$ cat src/lts_pkg.sv
// Shared types and constants for the Lisp token scanner.
// Used by the front decoder, the transfer queue and the back-end scanner.
package lts_pkg;

    localparam int DEFAULT_VALUE_WIDTH = 32;

    // Depth of the queue between front and back end (power of two).
    localparam int Q_DEPTH = 2;
    localparam int Q_PTR_W = (Q_DEPTH > 1) ? $clog2(Q_DEPTH) : 1;
    localparam int Q_CNT_W = $clog2(Q_DEPTH + 1);

    typedef enum logic [2:0] {
        MODE_IDLE,
        MODE_COMMENT,
        MODE_STRING,
        MODE_ESCAPE,
        MODE_WORD
    } scan_mode_t;

    typedef enum logic [3:0] {
        WC_START,
        WC_SIGN,
        WC_INT,
        WC_DOT,
        WC_FRAC,
        WC_LDOT,
        WC_EXP,
        WC_ESIGN,
        WC_EDIG,
        WC_DEAD
    } word_class_t;

    typedef enum logic [1:0] {
        BM_NONE,
        BM_HASH,
        BM_TRUE,
        BM_FALSE
    } bool_match_t;

    typedef enum logic [1:0] {
        EV_TEXT,
        EV_TOKEN,
        EV_ERROR,
        EV_END
    } event_t;

    typedef enum logic [2:0] {
        TK_LPAREN,
        TK_RPAREN,
        TK_QUOTE,
        TK_STRING,
        TK_SYMBOL,
        TK_INT,
        TK_FLOAT,
        TK_BOOL
    } kind_t;

    localparam logic ERR_BAD_ESCAPE    = 1'b0;
    localparam logic ERR_EOF_IN_STRING = 1'b1;

    // Decoded input byte as it travels through the queue.
    typedef struct packed {
        logic [7:0] ch;
        logic       eof;
        logic       space;
        logic       brk;
        logic       digit;
        logic       sign;
        logic       minus;
        logic       dot;
        logic       e_ch;
        logic       hash;
        logic       t_ch;
        logic       f_ch;
        logic       semi;
        logic       lparen;
        logic       rparen;
        logic       quote;
        logic       dquote;
        logic       bslash;
        logic       newline;
        logic       esc_ok;
        logic [7:0] esc_char;
    } char_info_t;

    typedef struct packed {
        event_t      ev;
        kind_t       kind;
        logic [7:0]  text_char;
        logic [31:0] int_value;
        logic        bool_value;
        logic        error_code;
        logic        last;
    } result_t;

endpackage

$ cat src/lts_byte_if.sv
// Input channel of the scanner: one source byte or end-of-input mark per transfer.
// Standalone; no package dependency.
interface lts_byte_if;
    logic       valid;
    logic       ready;
    logic [7:0] in_byte;
    logic       end_of_file;

    modport source (output valid, output in_byte, output end_of_file, input ready);
    modport sink   (input valid, input in_byte, input end_of_file, output ready);
endinterface

$ cat src/lts_token_if.sv
// Output channel of the scanner: one result per transfer.
// Standalone; no package dependency.
interface lts_token_if;
    logic               valid;
    logic               ready;
    logic [1:0]         event_res;
    logic [2:0]         token_kind;
    logic [7:0]         text_char;
    logic signed [31:0] int_value;
    logic               bool_value;
    logic               error_code;
    logic               last;

    modport source (output valid, output event_res, output token_kind, output text_char,
                    output int_value, output bool_value, output error_code, output last,
                    input ready);
    modport sink   (input valid, input event_res, input token_kind, input text_char,
                    input int_value, input bool_value, input error_code, input last,
                    output ready);
endinterface

$ cat src/lts_front.sv
// Front end: accepts input bytes and decodes their character classes.
// Depends on lts_pkg and lts_byte_if.
module lts_front
(
    lts_byte_if.sink          byte_stream,
    input  logic              full,
    output logic              push,
    output lts_pkg::char_info_t info
);

    localparam logic [7:0] CH_SPACE = 8'h20;
    localparam logic [7:0] CH_TAB   = 8'h09;
    localparam logic [7:0] CH_LF    = 8'h0A;
    localparam logic [7:0] CH_VT    = 8'h0B;
    localparam logic [7:0] CH_FF    = 8'h0C;
    localparam logic [7:0] CH_CR    = 8'h0D;
    localparam logic [7:0] CH_BS    = 8'h08;
    localparam logic [7:0] CH_DQ    = 8'h22;
    localparam logic [7:0] CH_HASH  = 8'h23;
    localparam logic [7:0] CH_SQ    = 8'h27;
    localparam logic [7:0] CH_LP    = 8'h28;
    localparam logic [7:0] CH_RP    = 8'h29;
    localparam logic [7:0] CH_PLUS  = 8'h2B;
    localparam logic [7:0] CH_MINUS = 8'h2D;
    localparam logic [7:0] CH_DOT   = 8'h2E;
    localparam logic [7:0] CH_ZERO  = 8'h30;
    localparam logic [7:0] CH_NINE  = 8'h39;
    localparam logic [7:0] CH_SEMI  = 8'h3B;
    localparam logic [7:0] CH_BSL   = 8'h5C;
    localparam logic [7:0] CH_LB    = 8'h62;
    localparam logic [7:0] CH_LE    = 8'h65;
    localparam logic [7:0] CH_LF_CH = 8'h66;
    localparam logic [7:0] CH_LN    = 8'h6E;
    localparam logic [7:0] CH_LR    = 8'h72;
    localparam logic [7:0] CH_LT    = 8'h74;
    localparam logic [7:0] CH_LV    = 8'h76;

    logic [7:0] c;

    assign c = byte_stream.in_byte;
    assign byte_stream.ready = !full;
    assign push = byte_stream.valid && !full;

    always_comb
    begin
        info = '0;
        info.ch      = c;
        info.eof     = byte_stream.end_of_file;
        info.space   = (c == CH_SPACE) || (c == CH_TAB) || (c == CH_LF) ||
                       (c == CH_VT) || (c == CH_FF) || (c == CH_CR);
        info.semi    = (c == CH_SEMI);
        info.lparen  = (c == CH_LP);
        info.rparen  = (c == CH_RP);
        info.quote   = (c == CH_SQ);
        info.brk     = info.space || info.semi || info.lparen || info.rparen || info.quote;
        info.digit   = (c >= CH_ZERO) && (c <= CH_NINE);
        info.minus   = (c == CH_MINUS);
        info.sign    = (c == CH_PLUS) || info.minus;
        info.dot     = (c == CH_DOT);
        info.e_ch    = (c == CH_LE);
        info.hash    = (c == CH_HASH);
        info.t_ch    = (c == CH_LT);
        info.f_ch    = (c == CH_LF_CH);
        info.dquote  = (c == CH_DQ);
        info.bslash  = (c == CH_BSL);
        info.newline = (c == CH_LF);

        // string escape translation
        info.esc_ok   = 1'b1;
        info.esc_char = 8'h00;
        if (c == CH_BSL)
            info.esc_char = CH_BSL;
        else if (c == CH_DQ)
            info.esc_char = CH_DQ;
        else if (c == CH_LB)
            info.esc_char = CH_BS;
        else if (c == CH_LF_CH)
            info.esc_char = CH_FF;
        else if (c == CH_LN)
            info.esc_char = CH_LF;
        else if (c == CH_LR)
            info.esc_char = CH_CR;
        else if (c == CH_LT)
            info.esc_char = CH_TAB;
        else if (c == CH_LV)
            info.esc_char = CH_VT;
        else
            info.esc_ok = 1'b0;
    end

endmodule

$ cat src/lts_fifo.sv
// Short queue of decoded characters between front and back end.
// Depends on lts_pkg.
module lts_fifo
(
    input  logic                clk,
    input  logic                rst_n,
    input  logic                push,
    input  lts_pkg::char_info_t push_data,
    output logic                full,
    input  logic                pop,
    output logic                head_valid,
    output lts_pkg::char_info_t head_data
);

    lts_pkg::char_info_t                data_reg [lts_pkg::Q_DEPTH];
    logic [lts_pkg::Q_PTR_W-1:0]        wr_ptr_reg, wr_ptr_next;
    logic [lts_pkg::Q_PTR_W-1:0]        rd_ptr_reg, rd_ptr_next;
    logic [lts_pkg::Q_CNT_W-1:0]        cnt_reg, cnt_next;

    assign full       = (cnt_reg == lts_pkg::Q_CNT_W'(lts_pkg::Q_DEPTH));
    assign head_valid = (cnt_reg != '0);
    assign head_data  = data_reg[rd_ptr_reg];

    always_comb
    begin
        wr_ptr_next = push ? lts_pkg::Q_PTR_W'(wr_ptr_reg + 1'b1) : wr_ptr_reg;
        rd_ptr_next = pop  ? lts_pkg::Q_PTR_W'(rd_ptr_reg + 1'b1) : rd_ptr_reg;
        case ({push, pop})
            2'b10:   cnt_next = lts_pkg::Q_CNT_W'(cnt_reg + 1'b1);
            2'b01:   cnt_next = lts_pkg::Q_CNT_W'(cnt_reg - 1'b1);
            default: cnt_next = cnt_reg;
        endcase
    end

    always_ff @(posedge clk or negedge rst_n)
    begin
        if (!rst_n)
        begin
            wr_ptr_reg <= '0;
            rd_ptr_reg <= '0;
            cnt_reg    <= '0;
        end
        else
        begin
            wr_ptr_reg <= wr_ptr_next;
            rd_ptr_reg <= rd_ptr_next;
            cnt_reg    <= cnt_next;
        end
    end

    always_ff @(posedge clk)
    begin
        if (push)
            data_reg[wr_ptr_reg] <= push_data;
    end

    assert property (@(posedge clk) disable iff (!rst_n)
        cnt_reg <= lts_pkg::Q_CNT_W'(lts_pkg::Q_DEPTH))
        else $error("queue count beyond depth");

    assert property (@(posedge clk) disable iff (!rst_n)
        pop |-> head_valid)
        else $error("pop from empty queue");

endmodule

$ cat src/lts_back.sv
// Back end: scanner state machine, word classifier and registered result stage.
// Depends on lts_pkg and lts_token_if.
module lts_back
#(
    parameter int VALUE_WIDTH = lts_pkg::DEFAULT_VALUE_WIDTH
)
(
    input  logic                clk,
    input  logic                rst_n,
    input  logic                head_valid,
    input  lts_pkg::char_info_t head_data,
    output logic                pop,
    lts_token_if.source         token_stream
);

    lts_pkg::scan_mode_t     mode_reg, mode_next;
    lts_pkg::word_class_t    wc_reg, wc_next;
    logic [VALUE_WIDTH-1:0]  acc_reg, acc_next;
    logic                    neg_reg, neg_next;
    lts_pkg::bool_match_t    bm_reg, bm_next;

    logic                    out_valid_reg, out_valid_next;
    logic                    pend_valid_reg, pend_valid_next;
    lts_pkg::result_t        out_reg, pend_reg;

    lts_pkg::char_info_t     q;
    lts_pkg::result_t        r0, r1, fin_res, idle_res;
    logic [1:0]              n_res;
    logic                    idle_hit, idle_start;
    lts_pkg::scan_mode_t     idle_mode;

    logic                    wa_first;
    lts_pkg::word_class_t    base_wc, wa_wc;
    logic [VALUE_WIDTH-1:0]  base_acc, wa_acc;
    logic                    wa_neg;
    lts_pkg::bool_match_t    wa_bm;
    logic [VALUE_WIDTH-1:0]  word_val;
    logic signed [VALUE_WIDTH-1:0] word_val_s;

    logic                    load_ok, load_r0, load_pend, pend_load;

    function automatic lts_pkg::result_t mk_result(lts_pkg::event_t ev, lts_pkg::kind_t kind,
                                                   logic [7:0] ch, logic [31:0] iv,
                                                   logic b, logic err);
        lts_pkg::result_t r;
        r.ev         = ev;
        r.kind       = kind;
        r.text_char  = ch;
        r.int_value  = iv;
        r.bool_value = b;
        r.error_code = err;
        r.last       = 1'b0;
        return r;
    endfunction

    function automatic lts_pkg::word_class_t next_class(lts_pkg::word_class_t s,
                                                        lts_pkg::char_info_t ci);
        lts_pkg::word_class_t n;
        n = lts_pkg::WC_DEAD;
        unique case (s)
            lts_pkg::WC_START:
                n = ci.sign  ? lts_pkg::WC_SIGN :
                    ci.digit ? lts_pkg::WC_INT  :
                    ci.dot   ? lts_pkg::WC_LDOT : lts_pkg::WC_DEAD;
            lts_pkg::WC_SIGN:
                n = ci.digit ? lts_pkg::WC_INT  :
                    ci.dot   ? lts_pkg::WC_LDOT : lts_pkg::WC_DEAD;
            lts_pkg::WC_INT:
                n = ci.digit ? lts_pkg::WC_INT :
                    ci.dot   ? lts_pkg::WC_DOT :
                    ci.e_ch  ? lts_pkg::WC_EXP : lts_pkg::WC_DEAD;
            lts_pkg::WC_DOT, lts_pkg::WC_FRAC:
                n = ci.digit ? lts_pkg::WC_FRAC :
                    ci.e_ch  ? lts_pkg::WC_EXP  : lts_pkg::WC_DEAD;
            lts_pkg::WC_LDOT:
                n = ci.digit ? lts_pkg::WC_FRAC : lts_pkg::WC_DEAD;
            lts_pkg::WC_EXP:
                n = ci.sign ? lts_pkg::WC_ESIGN : lts_pkg::WC_DEAD;
            lts_pkg::WC_ESIGN, lts_pkg::WC_EDIG:
                n = ci.digit ? lts_pkg::WC_EDIG : lts_pkg::WC_DEAD;
            default:
                n = lts_pkg::WC_DEAD;
        endcase
        return n;
    endfunction

    assign q = head_data;

    // one character appended to the word (a fresh word when not in word mode)
    assign wa_first = (mode_reg != lts_pkg::MODE_WORD);
    assign base_wc  = wa_first ? lts_pkg::WC_START : wc_reg;
    assign base_acc = wa_first ? '0 : acc_reg;
    assign wa_wc    = next_class(base_wc, q);
    assign wa_neg   = wa_first ? q.minus : neg_reg;

    always_comb
    begin
        if (wa_first)
            wa_bm = q.hash ? lts_pkg::BM_HASH : lts_pkg::BM_NONE;
        else if (bm_reg == lts_pkg::BM_HASH && q.t_ch)
            wa_bm = lts_pkg::BM_TRUE;
        else if (bm_reg == lts_pkg::BM_HASH && q.f_ch)
            wa_bm = lts_pkg::BM_FALSE;
        else
            wa_bm = lts_pkg::BM_NONE;

        if (wa_wc == lts_pkg::WC_INT && q.digit)
            wa_acc = VALUE_WIDTH'((base_acc << 3) + (base_acc << 1) +
                                  VALUE_WIDTH'(q.ch[3:0]));
        else
            wa_acc = base_acc;
    end

    // word token at a break
    assign word_val   = neg_reg ? VALUE_WIDTH'(~acc_reg + 1'b1) : acc_reg;
    assign word_val_s = word_val;

    always_comb
    begin
        if (bm_reg == lts_pkg::BM_TRUE || bm_reg == lts_pkg::BM_FALSE)
            fin_res = mk_result(lts_pkg::EV_TOKEN, lts_pkg::TK_BOOL, 8'h00, 32'h0,
                                bm_reg == lts_pkg::BM_TRUE, 1'b0);
        else if (wc_reg == lts_pkg::WC_INT)
            fin_res = mk_result(lts_pkg::EV_TOKEN, lts_pkg::TK_INT, 8'h00,
                                32'(word_val_s), 1'b0, 1'b0);
        else if (wc_reg == lts_pkg::WC_DOT || wc_reg == lts_pkg::WC_FRAC ||
                 wc_reg == lts_pkg::WC_EDIG)
            fin_res = mk_result(lts_pkg::EV_TOKEN, lts_pkg::TK_FLOAT, 8'h00, 32'h0,
                                1'b0, 1'b0);
        else
            fin_res = mk_result(lts_pkg::EV_TOKEN, lts_pkg::TK_SYMBOL, 8'h00, 32'h0,
                                1'b0, 1'b0);
    end

    // handling of a character between tokens
    always_comb
    begin
        idle_hit   = 1'b0;
        idle_start = 1'b0;
        idle_mode  = lts_pkg::MODE_IDLE;
        idle_res   = mk_result(lts_pkg::EV_TEXT, lts_pkg::TK_LPAREN, 8'h00, 32'h0, 1'b0, 1'b0);
        if (q.eof)
        begin
            idle_hit = 1'b1;
            idle_res = mk_result(lts_pkg::EV_END, lts_pkg::TK_LPAREN, 8'h00, 32'h0,
                                 1'b0, 1'b0);
        end
        else if (q.space)
        begin
            idle_mode = lts_pkg::MODE_IDLE;
        end
        else if (q.semi)
        begin
            idle_mode = lts_pkg::MODE_COMMENT;
        end
        else if (q.lparen || q.rparen || q.quote)
        begin
            idle_hit = 1'b1;
            idle_res = mk_result(lts_pkg::EV_TOKEN,
                                 q.lparen ? lts_pkg::TK_LPAREN :
                                 q.rparen ? lts_pkg::TK_RPAREN : lts_pkg::TK_QUOTE,
                                 8'h00, 32'h0, 1'b0, 1'b0);
        end
        else if (q.dquote)
        begin
            idle_mode = lts_pkg::MODE_STRING;
        end
        else
        begin
            idle_hit   = 1'b1;
            idle_start = 1'b1;
            idle_mode  = lts_pkg::MODE_WORD;
            idle_res   = mk_result(lts_pkg::EV_TEXT, lts_pkg::TK_LPAREN, q.ch, 32'h0,
                                   1'b0, 1'b0);
        end
    end

    // scanner next state and results of the head character
    always_comb
    begin
        mode_next = mode_reg;
        wc_next   = wc_reg;
        acc_next  = acc_reg;
        neg_next  = neg_reg;
        bm_next   = bm_reg;
        n_res     = 2'd0;
        r0        = idle_res;
        r1        = idle_res;

        unique case (mode_reg)
            lts_pkg::MODE_IDLE:
            begin
                mode_next = idle_mode;
                n_res     = {1'b0, idle_hit};
                if (idle_start)
                begin
                    wc_next  = wa_wc;
                    acc_next = wa_acc;
                    neg_next = wa_neg;
                    bm_next  = wa_bm;
                end
            end
            lts_pkg::MODE_COMMENT:
            begin
                if (q.eof)
                begin
                    mode_next = lts_pkg::MODE_IDLE;
                    n_res     = 2'd1;
                    r0        = idle_res;
                end
                else if (q.newline)
                    mode_next = lts_pkg::MODE_IDLE;
            end
            lts_pkg::MODE_STRING:
            begin
                n_res = 2'd1;
                if (q.eof)
                begin
                    mode_next = lts_pkg::MODE_IDLE;
                    r0 = mk_result(lts_pkg::EV_ERROR, lts_pkg::TK_LPAREN, 8'h00, 32'h0,
                                   1'b0, lts_pkg::ERR_EOF_IN_STRING);
                end
                else if (q.dquote)
                begin
                    mode_next = lts_pkg::MODE_IDLE;
                    r0 = mk_result(lts_pkg::EV_TOKEN, lts_pkg::TK_STRING, 8'h00, 32'h0,
                                   1'b0, 1'b0);
                end
                else if (q.bslash)
                begin
                    mode_next = lts_pkg::MODE_ESCAPE;
                    n_res     = 2'd0;
                end
                else
                    r0 = mk_result(lts_pkg::EV_TEXT, lts_pkg::TK_LPAREN, q.ch, 32'h0,
                                   1'b0, 1'b0);
            end
            lts_pkg::MODE_ESCAPE:
            begin
                n_res = 2'd1;
                if (q.eof)
                begin
                    mode_next = lts_pkg::MODE_IDLE;
                    r0 = mk_result(lts_pkg::EV_ERROR, lts_pkg::TK_LPAREN, 8'h00, 32'h0,
                                   1'b0, lts_pkg::ERR_EOF_IN_STRING);
                end
                else if (q.esc_ok)
                begin
                    mode_next = lts_pkg::MODE_STRING;
                    r0 = mk_result(lts_pkg::EV_TEXT, lts_pkg::TK_LPAREN, q.esc_char, 32'h0,
                                   1'b0, 1'b0);
                end
                else
                begin
                    mode_next = lts_pkg::MODE_IDLE;
                    r0 = mk_result(lts_pkg::EV_ERROR, lts_pkg::TK_LPAREN, 8'h00, 32'h0,
                                   1'b0, lts_pkg::ERR_BAD_ESCAPE);
                end
            end
            lts_pkg::MODE_WORD:
            begin
                if (q.eof || q.brk)
                begin
                    // word token, then the break itself as between tokens
                    r0        = fin_res;
                    r1        = idle_res;
                    n_res     = idle_hit ? 2'd2 : 2'd1;
                    mode_next = idle_mode;
                end
                else
                begin
                    wc_next  = wa_wc;
                    acc_next = wa_acc;
                    neg_next = wa_neg;
                    bm_next  = wa_bm;
                    n_res    = 2'd1;
                    r0 = mk_result(lts_pkg::EV_TEXT, lts_pkg::TK_LPAREN, q.ch, 32'h0,
                                   1'b0, 1'b0);
                end
            end
            default:
                mode_next = lts_pkg::MODE_IDLE;
        endcase

        if (n_res == 2'd1)
            r0.last = 1'b1;
        if (n_res == 2'd2)
            r1.last = 1'b1;
    end

    // output register with one pending slot for the second result
    assign load_ok = !out_valid_reg || token_stream.ready;

    always_comb
    begin
        pop             = 1'b0;
        load_r0         = 1'b0;
        load_pend       = 1'b0;
        pend_load       = 1'b0;
        out_valid_next  = out_valid_reg && !token_stream.ready;
        pend_valid_next = pend_valid_reg;
        if (pend_valid_reg)
        begin
            if (load_ok)
            begin
                load_pend       = 1'b1;
                out_valid_next  = 1'b1;
                pend_valid_next = 1'b0;
            end
        end
        else if (head_valid)
        begin
            if (n_res == 2'd0)
                pop = 1'b1;
            else if (load_ok)
            begin
                pop            = 1'b1;
                load_r0        = 1'b1;
                out_valid_next = 1'b1;
                if (n_res == 2'd2)
                begin
                    pend_load       = 1'b1;
                    pend_valid_next = 1'b1;
                end
            end
        end
    end

    always_ff @(posedge clk or negedge rst_n)
    begin
        if (!rst_n)
        begin
            mode_reg       <= lts_pkg::MODE_IDLE;
            wc_reg         <= lts_pkg::WC_START;
            acc_reg        <= '0;
            neg_reg        <= 1'b0;
            bm_reg         <= lts_pkg::BM_NONE;
            out_valid_reg  <= 1'b0;
            pend_valid_reg <= 1'b0;
        end
        else
        begin
            if (pop)
            begin
                mode_reg <= mode_next;
                wc_reg   <= wc_next;
                acc_reg  <= acc_next;
                neg_reg  <= neg_next;
                bm_reg   <= bm_next;
            end
            out_valid_reg  <= out_valid_next;
            pend_valid_reg <= pend_valid_next;
        end
    end

    always_ff @(posedge clk)
    begin
        if (load_pend)
            out_reg <= pend_reg;
        else if (load_r0)
            out_reg <= r0;
        if (pend_load)
            pend_reg <= r1;
    end

    assign token_stream.valid      = out_valid_reg;
    assign token_stream.event_res  = out_reg.ev;
    assign token_stream.token_kind = out_reg.kind;
    assign token_stream.text_char  = out_reg.text_char;
    assign token_stream.int_value  = out_reg.int_value;
    assign token_stream.bool_value = out_reg.bool_value;
    assign token_stream.error_code = out_reg.error_code;
    assign token_stream.last       = out_reg.last;

    assert property (@(posedge clk) disable iff (!rst_n)
        pend_valid_reg |-> out_valid_reg)
        else $error("second result pending with empty output register");

    assert property (@(posedge clk) disable iff (!rst_n)
        !(pop && pend_valid_reg))
        else $error("character consumed while a result is still pending");

    assert property (@(posedge clk) disable iff (!rst_n)
        (mode_reg == lts_pkg::MODE_ESCAPE && $past(mode_reg) != lts_pkg::MODE_ESCAPE) |->
        ($past(mode_reg) == lts_pkg::MODE_STRING))
        else $error("escape mode entered from outside a string");

endmodule

$ cat src/lisp_token_scanner_top.sv
// Lisp token scanner, top level: front decoder, queue and back-end scanner.
// Depends on lts_pkg, lts_byte_if, lts_token_if, lts_front, lts_fifo, lts_back.
//
// The scanner takes one source byte (or an end-of-input mark) per transfer on
// byte_stream and returns text characters, tokens, errors and end-of-input
// results on token_stream, each with last set on the final result a byte caused.
// A new byte is taken every cycle while the queue has room: the front end decodes
// the character classes and writes them into a two-entry queue; the back end runs
// the scanner state machine on the queue head and places results in an output
// register. Bytes that give one result or none retire at one per cycle while the
// output is not stalled. A break character or end of input that closes a word and
// also gives a token of its own yields two results; the back end takes no new
// byte until the second has moved from the pending slot into the output register.
// Integer words accumulate in a VALUE_WIDTH-bit register (wrapping silently);
// the token value is that register, negated for a leading minus, sign-extended
// or cut to 32 bits. The atof value of a float is not produced, only its text.
module lisp_token_scanner_top
#(
    parameter int VALUE_WIDTH = lts_pkg::DEFAULT_VALUE_WIDTH
)
(
    input  logic        clk,
    input  logic        rst_n,
    lts_byte_if.sink    byte_stream,
    lts_token_if.source token_stream
);

    lts_pkg::char_info_t front_info;
    lts_pkg::char_info_t head_data;
    logic                push;
    logic                full;
    logic                pop;
    logic                head_valid;

    // byte decode; ready follows queue space only
    lts_front u_front
    (
        .byte_stream (byte_stream),
        .full        (full),
        .push        (push),
        .info        (front_info)
    );

    // decouples the two halves so a stalled output does not stop intake at once
    lts_fifo u_fifo
    (
        .clk        (clk),
        .rst_n      (rst_n),
        .push       (push),
        .push_data  (front_info),
        .full       (full),
        .pop        (pop),
        .head_valid (head_valid),
        .head_data  (head_data)
    );

    // scanner state, word classification and result register
    lts_back
    #(
        .VALUE_WIDTH (VALUE_WIDTH)
    )
    u_back
    (
        .clk          (clk),
        .rst_n        (rst_n),
        .head_valid   (head_valid),
        .head_data    (head_data),
        .pop          (pop),
        .token_stream (token_stream)
    );

endmodule

$ cat src/flat_wrapper.sv
// flat-port wrapper written by rule: the top's interface ports become plain ports
module lisp_token_scanner_top_flat 
#(
    parameter int VALUE_WIDTH = lts_pkg::DEFAULT_VALUE_WIDTH
)
  (clk, rst_n, byte_stream_valid, byte_stream_in_byte, byte_stream_end_of_file, byte_stream_ready, token_stream_valid, token_stream_event_res, token_stream_token_kind, token_stream_text_char, token_stream_int_value, token_stream_bool_value, token_stream_error_code, token_stream_last, token_stream_ready);
  lts_byte_if byte_stream_i ();
  lts_token_if token_stream_i ();
  input  logic clk;
  input  logic rst_n;
  input wire logic [$bits(byte_stream_i.valid)-1:0] byte_stream_valid;
  input wire logic [$bits(byte_stream_i.in_byte)-1:0] byte_stream_in_byte;
  input wire logic [$bits(byte_stream_i.end_of_file)-1:0] byte_stream_end_of_file;
  output wire logic [$bits(byte_stream_i.ready)-1:0] byte_stream_ready;
  output wire logic [$bits(token_stream_i.valid)-1:0] token_stream_valid;
  output wire logic [$bits(token_stream_i.event_res)-1:0] token_stream_event_res;
  output wire logic [$bits(token_stream_i.token_kind)-1:0] token_stream_token_kind;
  output wire logic [$bits(token_stream_i.text_char)-1:0] token_stream_text_char;
  output wire logic [$bits(token_stream_i.int_value)-1:0] token_stream_int_value;
  output wire logic [$bits(token_stream_i.bool_value)-1:0] token_stream_bool_value;
  output wire logic [$bits(token_stream_i.error_code)-1:0] token_stream_error_code;
  output wire logic [$bits(token_stream_i.last)-1:0] token_stream_last;
  input wire logic [$bits(token_stream_i.ready)-1:0] token_stream_ready;
  assign byte_stream_i.valid = byte_stream_valid;
  assign byte_stream_i.in_byte = byte_stream_in_byte;
  assign byte_stream_i.end_of_file = byte_stream_end_of_file;
  assign byte_stream_ready = byte_stream_i.ready;
  assign token_stream_valid = token_stream_i.valid;
  assign token_stream_event_res = token_stream_i.event_res;
  assign token_stream_token_kind = token_stream_i.token_kind;
  assign token_stream_text_char = token_stream_i.text_char;
  assign token_stream_int_value = token_stream_i.int_value;
  assign token_stream_bool_value = token_stream_i.bool_value;
  assign token_stream_error_code = token_stream_i.error_code;
  assign token_stream_last = token_stream_i.last;
  assign token_stream_i.ready = token_stream_ready;
  lisp_token_scanner_top #(.VALUE_WIDTH(VALUE_WIDTH)) u_core (.clk(clk), .rst_n(rst_n), .byte_stream(byte_stream_i), .token_stream(token_stream_i));
endmodule
$ cat config.mk
export PLATFORM = sky130hd
export DESIGN_NAME = lisp_token_scanner_top_flat
export DESIGN_NICKNAME = d
export VERILOG_FILES = /design/src/lts_pkg.sv /design/src/lts_byte_if.sv /design/src/lts_token_if.sv /design/src/lts_front.sv /design/src/lts_fifo.sv /design/src/lts_back.sv /design/src/lisp_token_scanner_top.sv /design/src/flat_wrapper.sv
export SDC_FILE = /design/constraint.sdc
export NUM_CORES = 1
export LEC_CHECK = 0
export BUFFER_PORTS_ARGS = -buffer_cell sky130_fd_sc_hd__buf_2
export CAP_MARGIN = 5
export CORE_MARGIN = 2
export CORE_UTILIZATION = 39
export CTS_CLUSTER_SIZE = 25
export DETAILED_ROUTE_END_ITERATION = 7
export SETUP_SLACK_MARGIN = 0.02
export SYNTH_ARGS = -nofsm -noshare
export SYNTH_HDL_FRONTEND = slang
export SYNTH_HIERARCHICAL = 1
export SYNTH_SLANG_ARGS = --single-unit
$ cat constraint.sdc
create_clock -name clk -period 5.1 [get_ports clk]
set_clock_uncertainty 0.2 [all_clocks]
set_input_delay 0.51 -clock clk [delete_from_list [all_inputs] [get_ports clk]]
set_output_delay 0.51 -clock clk [all_outputs]
set_load 0.02 [all_outputs]
# Word level (Yosys, flattened, before mapping)
# Memory sizes are Yosys's and may differ from the RTL's.
# Index checks and enable logic that the tools add are counted.
# W data, S select, Z words.
word_totals:
  ff_bits: 144
  ram_bits: 68
  input_bits: 13
  output_inout_bits: 50
  word_cells: 246
  memories: 1
memory_table:
  columns: ["memory", "words", "width", "rd", "rd_clocked_by_memory_dff", "wr", "line_no", "text"]
  rows:
  - ["u_core.u_fifo.data_reg", 2, 34, 1, 0, 1, "lts_fifo.sv:15", "lts_pkg::char_info_t data_reg [lts_pkg::Q_DEPTH];"]
classes:
  n_addsub: 7
  n_lt_le_gt_ge: 2
  eq_ne: 54
  mux: 120
  bitwise: 1
  reduce_logical: 37
op_table:
  columns: ["op", "count"]
  rows:
  - ["$mux W48", 9]
  - ["$mux W32", 5]
  - ["$pmux W48 S3", 1]
  - ["$mux W47", 3]
  - ["$mux W45", 3]
  - ["$eq A8 B6 Y1 const B", 10]
  - ["$mux W4", 18]
  - ["$eq A8 B7 Y1 const B", 8]
  - ["$pmux W32 S2", 1]
  - ["$mux W1", 48]
  - ["$mux W43", 1]
  - ["$eq A8 B4 Y1 const B", 5]
  - ["$mux W3", 11]
  - ["$add A32 B1 Y32 const B", 1]
  - ["$add A32 B32 Y32", 1]
  - ["$add A32 B4 Y32", 1]
  - ["$not A32 Y32", 1]
  - ["$pmux W4 S7", 1]
  - ["$mux W2", 11]
  - ["$eq A4 B2 Y1 const B", 5]
  - ["$eq A4 B3 Y1 const B", 5]
  - ["$logic_or A1 B1 Y1", 17]
  - ["$pmux W3 S5", 1]
  - ["$eq A2 B2 Y1 const B", 5]
  - ["other kinds (29)", 49]

# Depth between registers and ports, before layout
# An unclocked memory read counts as a cell.
depth:
  word_depth: 16
  ltp_mapped: 17
  ltp_nobuf: 14

# Hierarchy
# The synthesis kept the hierarchy.
by_module_without_submodules:
  columns: ["module", "instances", "cells_each", "area_each_um2", "seq_area_each_um2"]
  rows:
  - ["lts_back", 1, 773, 7280.7, 2932.8]
  - ["lts_fifo", 1, 125, 2862.7, 2202.1]
  - ["lts_front", 1, 83, 515.5, 0.0]

# Worst setup path after synthesis
# Ideal clock, no wire load.
synth_path:
  path_kind: "register to register"
  startpoint: "reg u_core.u_back.mode_reg[0]"
  endpoint: "reg u_core.u_back.acc_reg[19]"
  setup_ps: 121
  arrival_ps: 4072
  required_time_ps: 4779
  setup_slack_ps: 707
  path_stages_with_launch: 17
  n_path_buf: 3
  period_less_slack_ps: 4393
  cell_sequence: "dfrtp_1 clkbuf_1 nor3b_1 clkbuf_1 clkbuf_1 nand2_1 fa_1 inv_1 ha_1 a211oi_1 o21ai_0 o2111a_1 nor3_1 o21ai_0 a311o_1 xor2_1 a22o_1"
synth_via:
  elab_chain_len: 10
  elab_cells_between_ends: 37
  classes_between: "add/sub (2); eq/ne (16); mux (11); reduce/logical (8)"
synth_lines:
  columns: ["item", "line_no", "text"]
  rows:
  - ["start: declaration", "lts_back.sv:16", "lts_pkg::scan_mode_t mode_reg, mode_next;"]
  - ["start signal: assignment", "lts_back.sv:333", "mode_reg <= lts_pkg::MODE_IDLE;"]
  - ["start signal: assignment", "lts_back.sv:345", "mode_reg <= mode_next;"]
  - ["branches (longest 10 deep; another with $add A32 B32 Y32)", null, null]
  - ["end signal: assignment", "lts_back.sv:347", "acc_reg <= acc_next;"]
  - ["end: declaration", "lts_back.sv:18", "logic [VALUE_WIDTH-1:0] acc_reg, acc_next;"]
# Several ways; the timed one is not identified. The select of a mux whose other input is x is not followed.
# A chain may end at the register's enable or synchronous reset.

# Worst setup path after layout
layout_path:
  startpoint: "reg u_core.u_back.mode_reg[2]"
  endpoint: "reg u_core.u_back.acc_reg[19]"
# The elaborated chain is that of the path after synthesis.

==> results.md <==
* Number of flip-flops in the largest register at 70
* Placer Congestion at 0.824
* Setup WS pre-CTS at 0.645 ns
* Slew Viols, Final at 0
* Peak supply drop at 215 uV
* Ant. Diodes at 0
* Async set or reset register ratio after synthesis at 0.268
* Int Pwr at 3.42 mW
* Area leader, netlist: edfxtp_1
* Period minus WS final at 4.54 ns
* Worst Path Buf+Inv at 2
* DRC viols at 0
* Power Total at 5.57 mW
* Power share of the combinational group at 0.345
* Share of layout cells above drive strength 1 at 0.158
* CTS tree: built
* Max Cap Viol at 0
* Detailed Place HPWL at 16.8 mm
* Sw Ratio at 0.386
* Switch Pwr at 2.15 mW
* Top FF cell, synth: edfxtp_1
* Outcome: complete, but fails checks
* Post-synth net total at 1056
* Static Leak at 4.98 nW
* Min Hold Slack at -0.00741 ns
* Seq. cell area at 5140 sq um
* Final Hold Fails at 9
* Synth-to-Final Area Change at 11.0%
* Mapped cell area at 10700 sq um
* WP data required at 5.23 ns
* I/O pins at 63
* CP max-delay cell: dfrtp_1
* Synthesized flop and latch total at 179
* Post-route cell area at 11800 sq um
* Part of the power in the clock network at 0.249
* CP Class: reg2reg
* CP cell instances: nor3b_2 -> buf_4 -> buf_4 -> and2_1 -> ha_1 -> ha_1 -> a21oi_1 -> o21ai_0 -> o2111a_1 -> nor3_1 -> o21ai_0 -> a311o_1 -> xor2_1 -> a22o_1
* Vias in the first global route at 7099
* CP max FO at 28
* Largest net degree at the start of global routing at 49
* Cell with the most instances after synthesis: edfxtp_1
* Antenna violations before repair at 0
* Clk sinks at 179
* Cell count after synthesis at 981
* Critical Path Max Stage Delay at 0.59 ns
* Final setup margin at 0.562 ns
* Least-Margin Pin Slew at 1.12 ns
* Buffers on Ports at 62
* Initial cell density of the core at 0.397
* Syn Area/Cell at 10.9 sq um
* Die area at 28700 sq um
* Placed Area at 11200 sq um
* Row count at 60
* Setup violators final at 0
* Yosys cell types at 79
* First-pass GRT wire length at 38.2 mm
* Num CTS Buffers at 17
* CTS root buf: clkbuf_16
* Total Routing Usage GR at 0.168
* Non-Filler Instances at 1370
* H-tree levels at 4
* Family with the most delay on the worst path: compound AO/OA/AOI/OAI gates
* PD cells at 470 nW/um^2
* Max frequency at 220 MHz
* Synth warnings at 6
* NumNets Final at 1091
* Slew HR at 0.255
* WP data arrival at 4.67 ns
* RSZ-0062 raised after global routing: no
* Setup TNS at 0 ns
* Vias at 7453
* Drt pass-1 iters at 4
* Post-CTS Setup Inserts at 0
* Failing checks: negative hold slack
* Top-area cell type share of the netlist area at 0.369
* Post-Place Cells at 1338
* Die H at 169 um
* PostCTS Resize Cnt at 0
* Tightest Hold Check Type: in2async
* Grt ovf at 0
* Die Wd at 169 um
* Clock Path Buffers at 2
* Worst setup EP type: flop
* Clk_lat worst skew at 0.44 ns
* Multi-input logic area at 5130 sq um
* Synth top area cells: edfxtp_1 37%, dfrtp_1 11%, ha_1 7.0%, mux2_4 4.1%, nor2_1 3.7%
* WL final at 23.3 mm
* Sequential power share at 0.407
* Routed length per placed instance at 17.0 um
* DRT iter0 DRCs at 431
* Hold-fix buffers, CTS at 0
* Worst-path clk slew at 0.08 ns
* Post-synth EDFFs at 131
* Register area share after synthesis at 0.482
* Final Cycle Share at 0.890
* Core Util, Final at 0.440
* Core Area at 26900 sq um
* Synth top cells by count: 131 x edfxtp_1, 105 x nor2_1, 75 x nand2_1
* Post-route ant nets at 0
* FILL cells at 2507
* Via/cell ratio at 5.44
* Startpoint Class: flop
[power by group through the flow]
stage	clock network (mW)	registers, mW	logic, mW
after global placement	0	2.29	1.92
after floorplan	0	2.43	1.26
after detailed placement	0	2.30	1.93
final	1.38	2.26	1.92
after global routing	1.49	2.31	2.10
after CTS	1.43	2.27	1.94
[layout make-up]
type / instances / area share
Multi-Input combinational cell: 722 / 0.434
Clock buffer: 17 / 0.0359
Timing Repair Buffer: 74 / 0.0349
Sequential cell: 179 / 0.434
Tap cell: 341 / 0.0361
Clock inverter: 15 / 0.0183
Inverter: 22 / 0.00698
[path summary, 6_finish.rpt]
| path | from | end | slack (ns) | cells past startpoint |
|---|---|---|---|---|
| min in group clk | byte_stream_end_of_file | u_core/u_fifo/data_reg[1][26]$_DFFE_PP_ | 0.06 | 1 |
| min reg2reg | u_core/u_fifo/wr_ptr_reg$_DFFE_PN0P_ | u_core/u_fifo/wr_ptr_reg$_DFFE_PN0P_ | 0.31 | 1 |
| max reg2reg | u_core/u_back/mode_reg[2]$_DFFE_PN0P_ | u_core/u_back/acc_reg[19]$_DFFE_PN0P_ | 0.56 | 14 |
| min | rst_n | u_core/u_back/acc_reg[26]$_DFFE_PN0P_ | -0.007 | 2 |
| max | u_core/u_back/mode_reg[2]$_DFFE_PN0P_ | u_core/u_back/acc_reg[19]$_DFFE_PN0P_ | 0.56 | 14 |
| max in group asynchronous | rst_n | u_core/u_fifo/rd_ptr_reg$_DFFE_PN0P_ | 4.23 | 2 |
[cell usage in the layout (no fill, tap or decap), types with 6 or more instances in the layout]
| cell | n |
|---|---|
| or3_1 | 10 |
| a22o_1 | 11 |
| o21ai_1 | 10 |
| mux2_4 | 29 |
| a21o_1 | 22 |
| dfrtp_1 | 47 |
| xor2_1 | 45 |
| ha_1 | 60 |
| nor4_1 | 9 |
| o21ai_0 | 44 |
| nor4b_1 | 7 |
| nor2_1 | 103 |
| clkbuf_16 | 17 |
| and2_1 | 39 |
| nor3_1 | 13 |
| nand2b_1 | 12 |
| and3_1 | 6 |
| buf_4 | 11 |
| xnor2_1 | 19 |
| edfxtp_1 | 131 |
| a221oi_1 | 8 |
| nand3_1 | 13 |
| o211ai_1 | 6 |
| inv_1 | 22 |
| nand2_1 | 75 |
| nor2b_1 | 10 |
| a21oi_1 | 43 |
| clkinv_8 | 6 |
| buf_2 | 62 |
| a31oi_1 | 10 |
| mux2_2 | 7 |
| o31ai_1 | 11 |
[routing by layer]
| metal | wire length (um) | part of all wire | global-route usage | up-vias |
|---|---|---|---|---|
| met1 | 11000 | 0.47 | 0.231 | 3568 |
| li1 | - | - | - | 3679 |
| met3 | 777 | 0.033 | 0.0278 | 20 |
| met2 | 11100 | 0.48 | 0.274 | 186 |
| met5 | 0 | 0 | 0 | - |
| met4 | 419 | 0.018 | 0.0535 | 0 |
[cell families after synthesis]
logic type                 count (synthesis)  share of synthesized area
and+or+nand+nor                          335                      0.160
buffers and inverters                     80                     0.0385
other                                      1                   0.000352
muxes                                     39                     0.0511
AOI/OAI and AO/OA                        221                      0.142
adders and majority gates                 62                     0.0742
xor gates and xnor gates                  64                     0.0526
DFF                                      179                      0.482
[worst reg2reg max path: cells and delay by family (launching register included)]
family / cells / cell delay (ns)
buffers and inverters: 2 / 0.47
AOI/OAI and AO/OA: 6 / 1.59
adders and majority gates: 2 / 0.63
and+or+nand+nor: 3 / 0.81
xor gates and xnor gates: 1 / 0.14
DFF: 1 / 0.59
No activity file was read; power rests on OpenSTA's default activity.
